File: config.mk
export PLATFORM = sky130hd
export DESIGN_NAME = level_crossing_tracker_unit
export DESIGN_NICKNAME = d
export VERILOG_FILES = /design/src/lct_pkg.sv /design/src/level_crossing_tracker_unit.sv /design/src/lct_divider.sv /design/src/lct_datapath.sv /design/src/lct_ctrl.sv
export SDC_FILE = /design/constraint.sdc
export NUM_CORES = 2
export LEC_CHECK = 0
export BUFFER_PORTS_ARGS = -buffer_cell sky130_fd_sc_hd__buf_2
export CAP_MARGIN = 20
export CORE_UTILIZATION = 60
export CTS_CLUSTER_DIAMETER = 60
export CTS_CLUSTER_SIZE = 14
export DETAILED_ROUTE_END_ITERATION = 8
export GPL_ROUTABILITY_DRIVEN = 0
export PLACE_DENSITY_LB_ADDON = 0.15
export RECOVER_POWER = 50
export SLEW_MARGIN = 20
export SYNTH_ARGS = -nofsm -noshare
export SYNTH_HDL_FRONTEND = slang
export SYNTH_SLANG_ARGS = --single-unit
File: constraint.sdc
create_clock -name clk -period 23.5 [get_ports clk]
set_input_delay 3.525 -clock clk [delete_from_list [all_inputs] [get_ports clk]]
set_output_delay 3.525 -clock clk [all_outputs]
set_load 0.03 [all_outputs]
File: src/lct_pkg.sv
package lct_pkg;

	localparam int WORD_WIDTH_DEF = 32;
	localparam int FRAC_BITS_DEF  = 16;

	// register file: byte address 4*i, word index in paddr above bit 1
	localparam int CFG_ADDR_W = 3;
	localparam int CFG_IDX_W  = CFG_ADDR_W - 2;
	localparam logic [CFG_IDX_W-1:0] CFG_REG_LEVEL = '0;

	typedef enum logic [2:0] {
		ST_IDLE,
		ST_MUL,
		ST_ILOAD,
		ST_IDIV,
		ST_IWR,
		ST_END,
		ST_SDIV,
		ST_EMIT
	} lct_state_t;

	typedef struct packed {
		logic load_sample;
		logic mul;
		logic div_load;
		logic div_sel_speed;
		logic div_step;
		logic write_found;
		logic emit;
		logic end_clear;
	} lct_cmd_t;

	typedef struct packed {
		logic hit;
		logic last_in;
		logic last;
		logic div_done;
		logic found_zero;
		logic time_equal;
		logic out_free;
	} lct_stat_t;

endpackage

File: src/level_crossing_tracker_unit.sv
// channel  | handshake           | carries
// ---------+---------------------+----------------------------------------------
// in       | in_valid / in_stall | sample_position, sample_value, snapshot_time,
//          |                     | last_sample
// out      | out_valid/out_stall | crossing_time, crossing_position, front_speed,
//          |                     | speed_invalid
// cfg      | apb psel / penable  | level_value at byte address 0
//
// an item with no crossing against its neighbour is taken without stalling the input
// an item that makes a crossing stalls the input through multiply, divider load,
//   the shared restoring divider at one quotient bit a cycle, and the position write
// the end of a snapshot runs the END state, then speed division and EMIT when a speed is divided
// reset is asynchronous and clears level, reference position and time
// a stalled output holds its item; the next snapshot runs on until it has to emit
module level_crossing_tracker_unit #(
	parameter int WORD_WIDTH = lct_pkg::WORD_WIDTH_DEF,
	parameter int FRAC_BITS  = lct_pkg::FRAC_BITS_DEF
) (
	input  logic                                  clk,
	input  logic                                  arst_n,
	// configuration
	input  logic                                  psel,
	input  logic                                  penable,
	input  logic                                  pwrite,
	input  logic [lct_pkg::CFG_ADDR_W-1:0]        paddr,
	input  logic [((WORD_WIDTH > 32) ? 64 : 32)-1:0] pwdata,
	output logic [((WORD_WIDTH > 32) ? 64 : 32)-1:0] prdata,
	output logic                                  pready,
	// samples
	input  logic                                  in_valid,
	output logic                                  in_stall,
	input  logic signed [WORD_WIDTH-1:0]          sample_position,
	input  logic signed [WORD_WIDTH-1:0]          sample_value,
	input  logic [WORD_WIDTH-1:0]                 snapshot_time,
	input  logic                                  last_sample,
	// crossings
	output logic                                  out_valid,
	input  logic                                  out_stall,
	output logic [WORD_WIDTH-1:0]                 crossing_time,
	output logic signed [WORD_WIDTH-1:0]          crossing_position,
	output logic signed [WORD_WIDTH-1:0]          front_speed,
	output logic                                  speed_invalid
);
	import lct_pkg::*;

	localparam int APB_W = (WORD_WIDTH > 32) ? 64 : 32;

	logic [WORD_WIDTH-1:0] level_q;
	logic [CFG_IDX_W-1:0]  reg_idx;
	logic                  cfg_wr;
	lct_cmd_t              cmd;
	lct_stat_t             stat;

	// register index sits above the byte offset
	assign reg_idx = paddr[CFG_ADDR_W-1:2];
	assign cfg_wr  = psel && penable && pwrite && pready;
	assign pready  = 1'b1;

	always_ff @(posedge clk or negedge arst_n) begin
		if (!arst_n) begin
			level_q <= '0;
		end else if (cfg_wr && reg_idx == CFG_REG_LEVEL) begin
			level_q <= pwdata[WORD_WIDTH-1:0];
		end
	end

	always_comb begin
		unique case (reg_idx)
			CFG_REG_LEVEL: prdata = APB_W'(level_q);
			default:       prdata = '0;
		endcase
	end

	// sequencer: one state per phase of the crossing and speed work
	lct_ctrl u_ctrl (
		.clk      (clk),
		.arst_n   (arst_n),
		.in_valid (in_valid),
		.in_stall (in_stall),
		.stat     (stat),
		.cmd      (cmd)
	);

	// sample registers, interpolation, speed and the output register
	lct_datapath #(
		.W (WORD_WIDTH),
		.F (FRAC_BITS)
	) u_dp (
		.clk               (clk),
		.arst_n            (arst_n),
		.cmd               (cmd),
		.stat              (stat),
		.level             (level_q),
		.sample_position   (sample_position),
		.sample_value      (sample_value),
		.snapshot_time     (snapshot_time),
		.last_sample       (last_sample),
		.out_stall         (out_stall),
		.out_valid         (out_valid),
		.crossing_time     (crossing_time),
		.crossing_position (crossing_position),
		.front_speed       (front_speed),
		.speed_invalid     (speed_invalid)
	);

endmodule

File: src/lct_divider.sv
module lct_divider #(
	parameter int DIVW = 66,
	parameter int QW   = 33
) (
	input  logic            clk,
	input  logic            arst_n,
	input  logic            load,
	input  logic            step,
	input  logic [DIVW-1:0] dividend,
	input  logic [QW-1:0]   divisor,
	output logic [QW-1:0]   quotient,
	output logic            ovf,
	output logic            done
);
	localparam int HIW = DIVW - QW;
	localparam int CW  = $clog2(QW + 1);

	logic [QW-1:0] rem_q;
	logic [QW-1:0] lo_q;
	logic [QW-1:0] quo_q;
	logic [QW-1:0] dsr_q;
	logic          ovf_q;
	logic [CW-1:0] cnt_q;

	logic [HIW-1:0] hi;
	logic [HIW-1:0] dsr_ext;
	logic [QW:0]    shifted;
	logic           ge;

	always_comb begin
		hi      = dividend[DIVW-1:QW];
		dsr_ext = HIW'(divisor);
		shifted = {rem_q, lo_q[QW-1]};
		ge      = shifted >= {1'b0, dsr_q};
	end

	// restoring division, one quotient bit per cycle while step is high
	always_ff @(posedge clk or negedge arst_n) begin
		if (!arst_n) begin
			cnt_q <= '0;
		end else if (load) begin
			cnt_q <= '0;
		end else if (step) begin
			cnt_q <= cnt_q + 1'b1;
		end
	end

	always_ff @(posedge clk) begin
		if (load) begin
			rem_q <= QW'(hi);
			lo_q  <= dividend[QW-1:0];
			quo_q <= '0;
			dsr_q <= divisor;
			ovf_q <= hi >= dsr_ext;
		end else if (step) begin
			rem_q <= ge ? QW'(shifted - {1'b0, dsr_q}) : QW'(shifted);
			lo_q  <= {lo_q[QW-2:0], 1'b0};
			quo_q <= {quo_q[QW-2:0], ge};
		end
	end

	assign quotient = quo_q;
	assign ovf      = ovf_q;
	assign done     = cnt_q == CW'(QW);

endmodule

File: src/lct_datapath.sv
module lct_datapath #(
	parameter int W = 32,
	parameter int F = 16
) (
	input  logic                clk,
	input  logic                arst_n,
	input  lct_pkg::lct_cmd_t   cmd,
	output lct_pkg::lct_stat_t  stat,
	input  logic signed [W-1:0] level,
	input  logic signed [W-1:0] sample_position,
	input  logic signed [W-1:0] sample_value,
	input  logic [W-1:0]        snapshot_time,
	input  logic                last_sample,
	input  logic                out_stall,
	output logic                out_valid,
	output logic [W-1:0]        crossing_time,
	output logic signed [W-1:0] crossing_position,
	output logic signed [W-1:0] front_speed,
	output logic                speed_invalid
);
	import lct_pkg::*;

	localparam int QW   = W + 1;
	localparam int PW   = 2 * QW;
	localparam int SW   = QW + F;
	localparam int DIVW = (PW > SW) ? PW : SW;

	// sign and magnitude of a - b
	function automatic logic [W+1:0] mag_diff(input logic [W-1:0] a, input logic [W-1:0] b);
		logic [W:0] d;
		d = {a[W-1], a} - {b[W-1], b};
		return {d[W], (d[W] ? (~d + 1'b1) : d)};
	endfunction

	logic signed [W-1:0] prev_pos_q, prev_val_q;
	logic                have_prev_q;
	logic                last_q;
	logic [W-1:0]        time_q;
	logic [W-1:0]        x0_q;
	logic                sign_q;
	logic [QW-1:0]       m1_q, m2_q, m3_q;
	logic [PW-1:0]       prod_q;
	logic [W-1:0]        found_q;
	logic [W-1:0]        last_pos_q, last_time_q;
	logic                spd_neg_q, spd_nd_q;
	logic                out_valid_q;
	logic [W-1:0]        out_time_q, out_pos_q, out_speed_q;
	logic                out_inv_q;

	logic [W+1:0]    d1, d2, d3, dn;
	logic            hit;
	logic            nd;
	logic [W-1:0]    md;
	logic [DIVW-1:0] div_dividend;
	logic [QW-1:0]   div_divisor;
	logic [QW-1:0]   quo;
	logic            div_ovf, div_done;
	logic [W-1:0]    qi;
	logic            teq, sat;
	logic [W-1:0]    speed;
	logic            invalid;

	always_comb begin
		d1  = mag_diff(level, prev_val_q);
		d2  = mag_diff(sample_position, prev_pos_q);
		d3  = mag_diff(sample_value, prev_val_q);
		hit = have_prev_q &&
			((prev_val_q < level && level < sample_value) ||
			 (level < prev_val_q && sample_value < level));

		dn = mag_diff(found_q, last_pos_q);
		nd = time_q < last_time_q;
		md = nd ? (last_time_q - time_q) : (time_q - last_time_q);

		div_dividend = cmd.div_sel_speed ? (DIVW'(dn[W:0]) << F) : DIVW'(prod_q);
		div_divisor  = cmd.div_sel_speed ? QW'(md) : m3_q;

		qi  = div_ovf ? '0 : quo[W-1:0];
		teq = time_q == last_time_q;

		// clamp to the signed range
		sat = div_ovf ||
			(!spd_neg_q && quo > {2'b00, {(W-1){1'b1}}}) ||
			(spd_neg_q && quo > {2'b01, {(W-1){1'b0}}});
		if (teq) begin
			speed   = '0;
			invalid = 1'b1;
		end else begin
			if (sat) begin
				speed = spd_neg_q ? {1'b1, {(W-1){1'b0}}} : {1'b0, {(W-1){1'b1}}};
			end else begin
				speed = spd_neg_q ? (W'(0) - quo[W-1:0]) : quo[W-1:0];
			end
			invalid = spd_nd_q || sat;
		end
	end

	lct_divider #(
		.DIVW (DIVW),
		.QW   (QW)
	) u_div (
		.clk      (clk),
		.arst_n   (arst_n),
		.load     (cmd.div_load),
		.step     (cmd.div_step),
		.dividend (div_dividend),
		.divisor  (div_divisor),
		.quotient (quo),
		.ovf      (div_ovf),
		.done     (div_done)
	);

	always_ff @(posedge clk or negedge arst_n) begin
		if (!arst_n) begin
			have_prev_q <= 1'b0;
			found_q     <= '0;
			last_pos_q  <= '0;
			last_time_q <= '0;
			out_valid_q <= 1'b0;
		end else begin
			if (cmd.load_sample) begin
				have_prev_q <= 1'b1;
			end
			if (cmd.write_found) begin
				found_q <= sign_q ? (x0_q - qi) : (x0_q + qi);
			end
			if (cmd.emit) begin
				last_pos_q  <= found_q;
				last_time_q <= time_q;
			end
			if (cmd.end_clear) begin
				have_prev_q <= 1'b0;
				found_q     <= '0;
			end
			if (cmd.emit) begin
				out_valid_q <= 1'b1;
			end else if (!out_stall) begin
				out_valid_q <= 1'b0;
			end
		end
	end

	always_ff @(posedge clk) begin
		if (cmd.load_sample) begin
			prev_pos_q <= sample_position;
			prev_val_q <= sample_value;
			last_q     <= last_sample;
			time_q     <= snapshot_time;
			x0_q       <= prev_pos_q;
			m1_q       <= d1[W:0];
			m2_q       <= d2[W:0];
			m3_q       <= d3[W:0];
			sign_q     <= d1[W+1] ^ d2[W+1] ^ d3[W+1];
		end
		if (cmd.mul) begin
			prod_q <= PW'(m1_q) * PW'(m2_q);
		end
		if (cmd.div_load && cmd.div_sel_speed) begin
			spd_neg_q <= dn[W+1] ^ nd;
			spd_nd_q  <= nd;
		end
		if (cmd.emit) begin
			out_time_q  <= time_q;
			out_pos_q   <= found_q;
			out_speed_q <= speed;
			out_inv_q   <= invalid;
		end
	end

	always_comb begin
		stat.hit        = hit;
		stat.last_in    = last_sample;
		stat.last       = last_q;
		stat.div_done   = div_done;
		stat.found_zero = found_q == '0;
		stat.time_equal = teq;
		stat.out_free   = !out_valid_q || !out_stall;
	end

	assign out_valid         = out_valid_q;
	assign crossing_time     = out_time_q;
	assign crossing_position = out_pos_q;
	assign front_speed       = out_speed_q;
	assign speed_invalid     = out_inv_q;

endmodule

File: src/lct_ctrl.sv
module lct_ctrl (
	input  logic               clk,
	input  logic               arst_n,
	input  logic               in_valid,
	output logic               in_stall,
	input  lct_pkg::lct_stat_t stat,
	output lct_pkg::lct_cmd_t  cmd
);
	import lct_pkg::*;

	lct_state_t state_q, state_d;

	always_ff @(posedge clk or negedge arst_n) begin
		if (!arst_n) begin
			state_q <= ST_IDLE;
		end else begin
			state_q <= state_d;
		end
	end

	always_comb begin
		state_d = state_q;
		unique case (state_q)
			ST_IDLE: begin
				if (in_valid) begin
					if (stat.hit) begin
						state_d = ST_MUL;
					end else if (stat.last_in) begin
						state_d = ST_END;
					end
				end
			end
			ST_MUL:   state_d = ST_ILOAD;
			ST_ILOAD: state_d = ST_IDIV;
			ST_IDIV: begin
				if (stat.div_done) begin
					state_d = ST_IWR;
				end
			end
			ST_IWR: state_d = stat.last ? ST_END : ST_IDLE;
			ST_END: begin
				if (stat.found_zero) begin
					state_d = ST_IDLE;
				end else if (stat.time_equal) begin
					if (stat.out_free) begin
						state_d = ST_IDLE;
					end
				end else begin
					state_d = ST_SDIV;
				end
			end
			ST_SDIV: begin
				if (stat.div_done) begin
					state_d = ST_EMIT;
				end
			end
			ST_EMIT: begin
				if (stat.out_free) begin
					state_d = ST_IDLE;
				end
			end
			default: state_d = ST_IDLE;
		endcase
	end

	always_comb begin
		cmd      = '0;
		in_stall = 1'b1;
		unique case (state_q)
			ST_IDLE: begin
				in_stall        = 1'b0;
				cmd.load_sample = in_valid;
			end
			ST_MUL:   cmd.mul = 1'b1;
			ST_ILOAD: cmd.div_load = 1'b1;
			ST_IDIV:  cmd.div_step = !stat.div_done;
			ST_IWR:   cmd.write_found = 1'b1;
			ST_END: begin
				cmd.div_sel_speed = 1'b1;
				cmd.div_load      = !stat.found_zero && !stat.time_equal;
				cmd.emit          = !stat.found_zero && stat.time_equal && stat.out_free;
				cmd.end_clear     = stat.found_zero || (stat.time_equal && stat.out_free);
			end
			ST_SDIV: cmd.div_step = !stat.div_done;
			ST_EMIT: begin
				cmd.emit      = stat.out_free;
				cmd.end_clear = stat.out_free;
			end
			default: cmd = '0;
		endcase
	end

endmodule

==> Word-level counts from Yosys, hierarchy flattened <==
Index checks and enable logic that the tools add are counted.
{ "op_classes": {"n_addsub": 15, "multipliers": 1, "n_lt_le_gt_ge": 9, "n_eq_ne": 14, "mux": 44, "bitwise": 8, "n_reduce_logical": 32} }
{ "op_table": {"columns": ["operator", "count"], "rows": [
  ["2-to-1 mux 32 bit", 12],
  ["2-to-1 mux 33 bit", 7],
  ["< comparator 32 bit", 5],
  ["adder 33 x 1 -> 33 bit (second input constant)", 4],
  ["inverter 33 bit", 4],
  ["subtractor 32 x 32 -> 33 bit", 4],
  ["subtractor 32 bit", 3],
  ["multiplier 33 x 33 -> 66 bit", 1],
  ["2-to-1 mux 66 bit", 1],
  ["greater-or-equal comparator 34 x 33 -> 1 bit", 1],
  ["greater-or-equal comparator 33 bit", 1],
  ["> comparator 33 x 31 -> 1 bit (second input constant)", 1],
  ["> comparator 33 x 32 -> 1 bit (second input constant)", 1],
  ["subtractor 33 bit", 1],
  ["adder 32 bit", 1],
  ["== test 32 bit", 1],
  ["logical NOT 32 bit", 1],
  ["subtractor 1 x 32 -> 32 bit (first input constant)", 1],
  ["2-to-1 mux 3 bit", 9],
  ["one-hot mux 3 bit (8 select lines)", 1],
  ["logical AND 1 bit", 13],
  ["== test 3 bit (second input constant)", 4],
  ["2-to-1 mux 6 bit", 2],
  ["2-to-1 mux 1 bit", 10],
  ["other kinds (17)", 34]
]} }
{ "totals": {"ff_bits": 666, "input_bits": 139} }

==> Depth between registers and ports, before layout <==
{ "logic_depth": {"depth_word": 7, "ltp_mapped": 31, "mapped_depth_nobuf": 30} }

==> By module <==
From an unflattened synthesis, not the netlist that was laid out.
{ "hier_totals": {"cells_unflattened": 8662, "hier_area_um2": 80298.3} }
{ "modules_own_cells": {"columns": ["mod", "n_inst", "cells_per_inst", "area_per_inst_um2", "seq_area_each_um2"], "rows": [
  ["lct_datapath", 1, 7751, 70282.4, 14283.7],
  ["lct_divider", 1, 762, 8130.3, 3813.7],
  ["level_crossing_tracker_unit", 1, 105, 1554.0, 800.8],
  ["lct_ctrl", 1, 44, 331.6, 75.1]
]} }

==> Worst setup path before layout <==
No wires, ideal clock.
{ "synth_path": {"path_kind": "input port to flip-flop", "startpoint": "input in_valid", "endpoint": "register u_dp.last_q (enable)", "arrival_ns": 8.725, "required_ns": 22.882, "path_slack_ns": 14.156, "stages": 1, "n_path_buf": 0, "cell_sequence": "and2_1"} }
{ "synth_via": {"elab_chain_cells": 1} }
{ "synth_lines": {"columns": ["element", "line_no", "text"], "rows": [
  ["start: declaration", "level_crossing_tracker_unit.sv:30", "input logic in_valid,"],
  ["2-to-1 mux 1 bit", "lct_ctrl.sv:69", "unique case (state_q)"],
  ["end signal: assignment", "lct_datapath.sv:147", "last_q <= last_sample;"],
  ["end: declaration", "lct_datapath.sv:37", "logic last_q;"]
]} }
No other way between the ends.
A chain may end at the register's enable or synchronous reset.

==> results.sh <==
export IMPL_outcome="complete, but fails checks"
export IMPL_violations="capacitance limit, slew limit"
export IMPL_die_h_microns=365
export IMPL_fin_nets=10400
export IMPL_path_buf_inv=2
export IMPL_max_freq_ghz=0.0871
export IMPL_finalWirelength_microns=215000
export IMPL_rows=132
export IMPL_rsz0062_at_grt="no"
export IMPL_cts_buffers=79
export IMPL_synthDistinctLibCells=90
export IMPL_fin_crit_sh_pct=48.8
export IMPL_hold_violations=0
export IMPL_critical_path_class="in2reg"
export IMPL_cts_sinks=666
export IMPL_worstPathArrival_ns=11.45
export IMPL_async_flop_share_pct=20.9
export IMPL_detail_route_antenna_nets=0
export IMPL_ctsResizeCount=0
export IMPL_core_area_sq_um=130000
export IMPL_syn_num_nets=10300
export IMPL_drt_iter0_markers=5665
export IMPL_via_count=62200
export IMPL_slew_violations=838
export IMPL_multi_input_area_sq_um=53400
export IMPL_startpoint_type="input port"
export IMPL_ctsHoldBuffers=0
export IMPL_grt_util_all_layers_pct=32.5
export IMPL_io_buffers=267
export IMPL_setup_viol=0
export IMPL_crit_path_end_kind="register"
export IMPL_crit_fanout=148
export IMPL_clk_pin_slew_worst_paths_ns=0.07
export IMPL_dp_hpwl_microns=160000
export IMPL_root_buffer="clkbuf_16"
export IMPL_grt_pass1_wl_microns=339000
export IMPL_io_pins=271
export IMPL_die_x_microns=365
export IMPL_dp_cells=10300
export IMPL_finalInstanceArea_sq_um=84400
export IMPL_grt_max_degree=149
export IMPL_drive_gt1_share_pct=5.99
export IMPL_final_cell_count_no_fill=10500
export IMPL_synthCells=8627
export IMPL_synth_main_ff_cell="edfxtp_1"
export IMPL_critPathSlowestCell="clkbuf_1"
export IMPL_drt_first_pass_iters=8
export IMPL_cts_setup_buffers=0
export IMPL_place_area_sq_um=81800
export IMPL_ys_seq_area_share_pct=24.0
export IMPL_grt_pass1_vias=61700
export IMPL_viasPerCell=5.95
export IMPL_htreeDepth=3
export IMPL_cp_top_family="buffers and inverters"
export IMPL_synth_edf_count=494
export IMPL_syn2layout_area_growth_pct=6.69
export IMPL_grt_overflow=0
export IMPL_crit_chain="buf_2 -> and2_0 -> clkbuf_1"
export IMPL_required_ns=23.47
export IMPL_synth_area_sq_um=79100
export IMPL_hold_class="reg2reg"
export IMPL_max_slew_margin_pct=-504
export IMPL_cap_violations=14
export IMPL_cts_max_path_buffers=3
export IMPL_setup_tns_ns=0
export IMPL_period_needed_ns=11.48
export IMPL_clock_skew_ns=0.0512
export IMPL_postSynthAreaPerCell_sq_um=9.17
export IMPL_start_util_pct=60.8
export IMPL_antenna_found_initial=10
export IMPL_clkLatencyLatePin_ns=0.68
export IMPL_crit_path_max_incr_delay_ns=6.13
export IMPL_worst_pin_slew_ns=9.06
export IMPL_ys_ff_latch=666
export IMPL_seqCellArea_sq_um=19000
export IMPL_fillers=10900
export IMPL_wire_per_inst_microns=20.5
export IMPL_tritoncts="yes"
export IMPL_die_area_sq_um=133000
export IMPL_ys_warn_count=0
export IMPL_drcViolationCount=0
-- through the flow --
stage	setup slack [ns]	utilization, %	hold slack (ns)
3_5_place_dp	14.54	62.9	0.433
2_1_floorplan	14.16	-	0.426
3_3_place_gp	14.56	62.9	0.435
6_report	12.02	64.9	0.447
5_1_grt	11.48	64.9	0.452
4_1_cts	14.53	65.0	0.448
-- metal layers --
metal | wire (microns) | vias up | global-route usage [%]
met2 | 99400 | 2724 | 52.5
li1 | - | 28200 | -
met5 | 75 | - | 0
met3 | 18900 | 498 | 6.12
met1 | 88900 | 30800 | 44.2
met4 | 7640 | 10 | 10.5
-- logic make-up after synthesis --
| logic type | count (synthesis) | synth area share (%) |
|---|---|---|
| mux | 87 | 1.17 |
| buf+inv | 1801 | 8.59 |
| compound gates | 1537 | 12.2 |
| xor+xnor | 387 | 4.28 |
| fa+ha+maj | 1561 | 33.8 |
| other cells | 1 | 0.00474 |
| simple gates | 2587 | 16.0 |
| flops | 666 | 24.0 |
-- cells in the final DEF (no fill, tap or decap), types with 39 or more instances in the layout --
cell type | synthesis | final
o21a_1 | 56 | 56
nor2_1 | 351 | 349
a21o_1 | 191 | 191
o21bai_1 | 52 | 52
clkbuf_16 | 0 | 85
nor4_1 | 44 | 44
xnor2_1 | 218 | 218
xor2_1 | 169 | 169
inv_1 | 1381 | 1381
nand4_1 | 67 | 67
a31oi_1 | 51 | 50
nor2b_1 | 78 | 78
nand3_1 | 84 | 83
clkbuf_1 | 397 | 94
nand2b_1 | 50 | 50
dfrtp_1 | 139 | 139
and2_1 | 615 | 611
mux2_2 | 47 | 46
nor3_1 | 87 | 88
a21oi_1 | 442 | 441
buf_2 | 9 | 202
ha_1 | 595 | 595
edfxtp_1 | 494 | 494
o211ai_1 | 41 | 41
fa_1 | 966 | 966
o31ai_1 | 47 | 47
mux2i_1 | 40 | 39
o21ai_0 | 380 | 380
buf_4 | 1 | 83
nand2_1 | 1049 | 1046
-- cell usage after synthesis (13+ instances only) --
cell type	count	area share, %
inv_1	1381	6.6
nand2_1	1049	5.0
fa_1	966	24
and2_1	615	4.9
ha_1	595	9.4
edfxtp_1	494	19
a21oi_1	442	2.8
clkbuf_1	397	1.9
o21ai_0	380	2.4
nor2_1	351	1.7
xnor2_1	218	2.4
a21o_1	191	1.8
xor2_1	169	1.9
dfrtp_1	139	4.4
nor3_1	87	0.55
nand3_1	84	0.53
nor2b_1	78	0.62
nand4_1	67	0.53
o21a_1	56	0.53
o21bai_1	52	0.49
a31oi_1	51	0.40
nand2b_1	50	0.40
mux2_2	47	0.67
o31ai_1	47	0.45
nor4_1	44	0.35
o211ai_1	41	0.39
mux2i_1	40	0.51
o22ai_1	38	0.30
a211oi_1	36	0.34
and3_1	36	0.28
or3_1	36	0.28
dfxtp_1	33	0.83
or2_2	23	0.18
a211o_1	21	0.23
o21ai_1	15	0.095
a311oi_1	14	0.15
and4_1	13	0.14
-- area by class of cell --
type	count	area share [%]
sequential	666	22.5
antenna	3	0.00889
clock inverter	43	0.652
inverter	1382	6.15
timing repair buffer	361	2.27
multi-input combinational	6160	63.2
tap	1742	2.58
clock buffer	104	2.62
-- sequential cells by signal, summed over array words and instances, names as in the netlist, 33 cells and up --
register / cells
u_dp.m1_q: 33
u_dp.m2_q: 33
u_dp.u_div.quotient: 33
u_dp.u_div.lo_q: 33
u_dp.u_div.dsr_q: 33
u_dp.m3_q: 33
u_dp.u_div.rem_q: 33
u_dp.prod_q: 66
-- final timing paths --
check                                  endpoint                start  slack, ns  cells after the start
setup / recovery                  u_dp.m1_q[11]             in_valid      12.02                      3
setup reg to reg                u_dp.prod_q[61]         u_dp.m1_q[0]      13.76                     28
min in group asynchronous  u_dp.last_time_q[14]               arst_n       4.46                      1
hold reg to reg                   u_dp.x0_q[19]  u_dp.prev_pos_q[19]       0.45                      0
max in group asynchronous    u_dp.last_pos_q[3]               arst_n      14.13                      2
hold / removal                    u_dp.x0_q[19]  u_dp.prev_pos_q[19]       0.45                      0
Power is left out: the tool's default activity adds up to more than one toggle a clock period on the data nets, which glitch-free logic cannot reach.
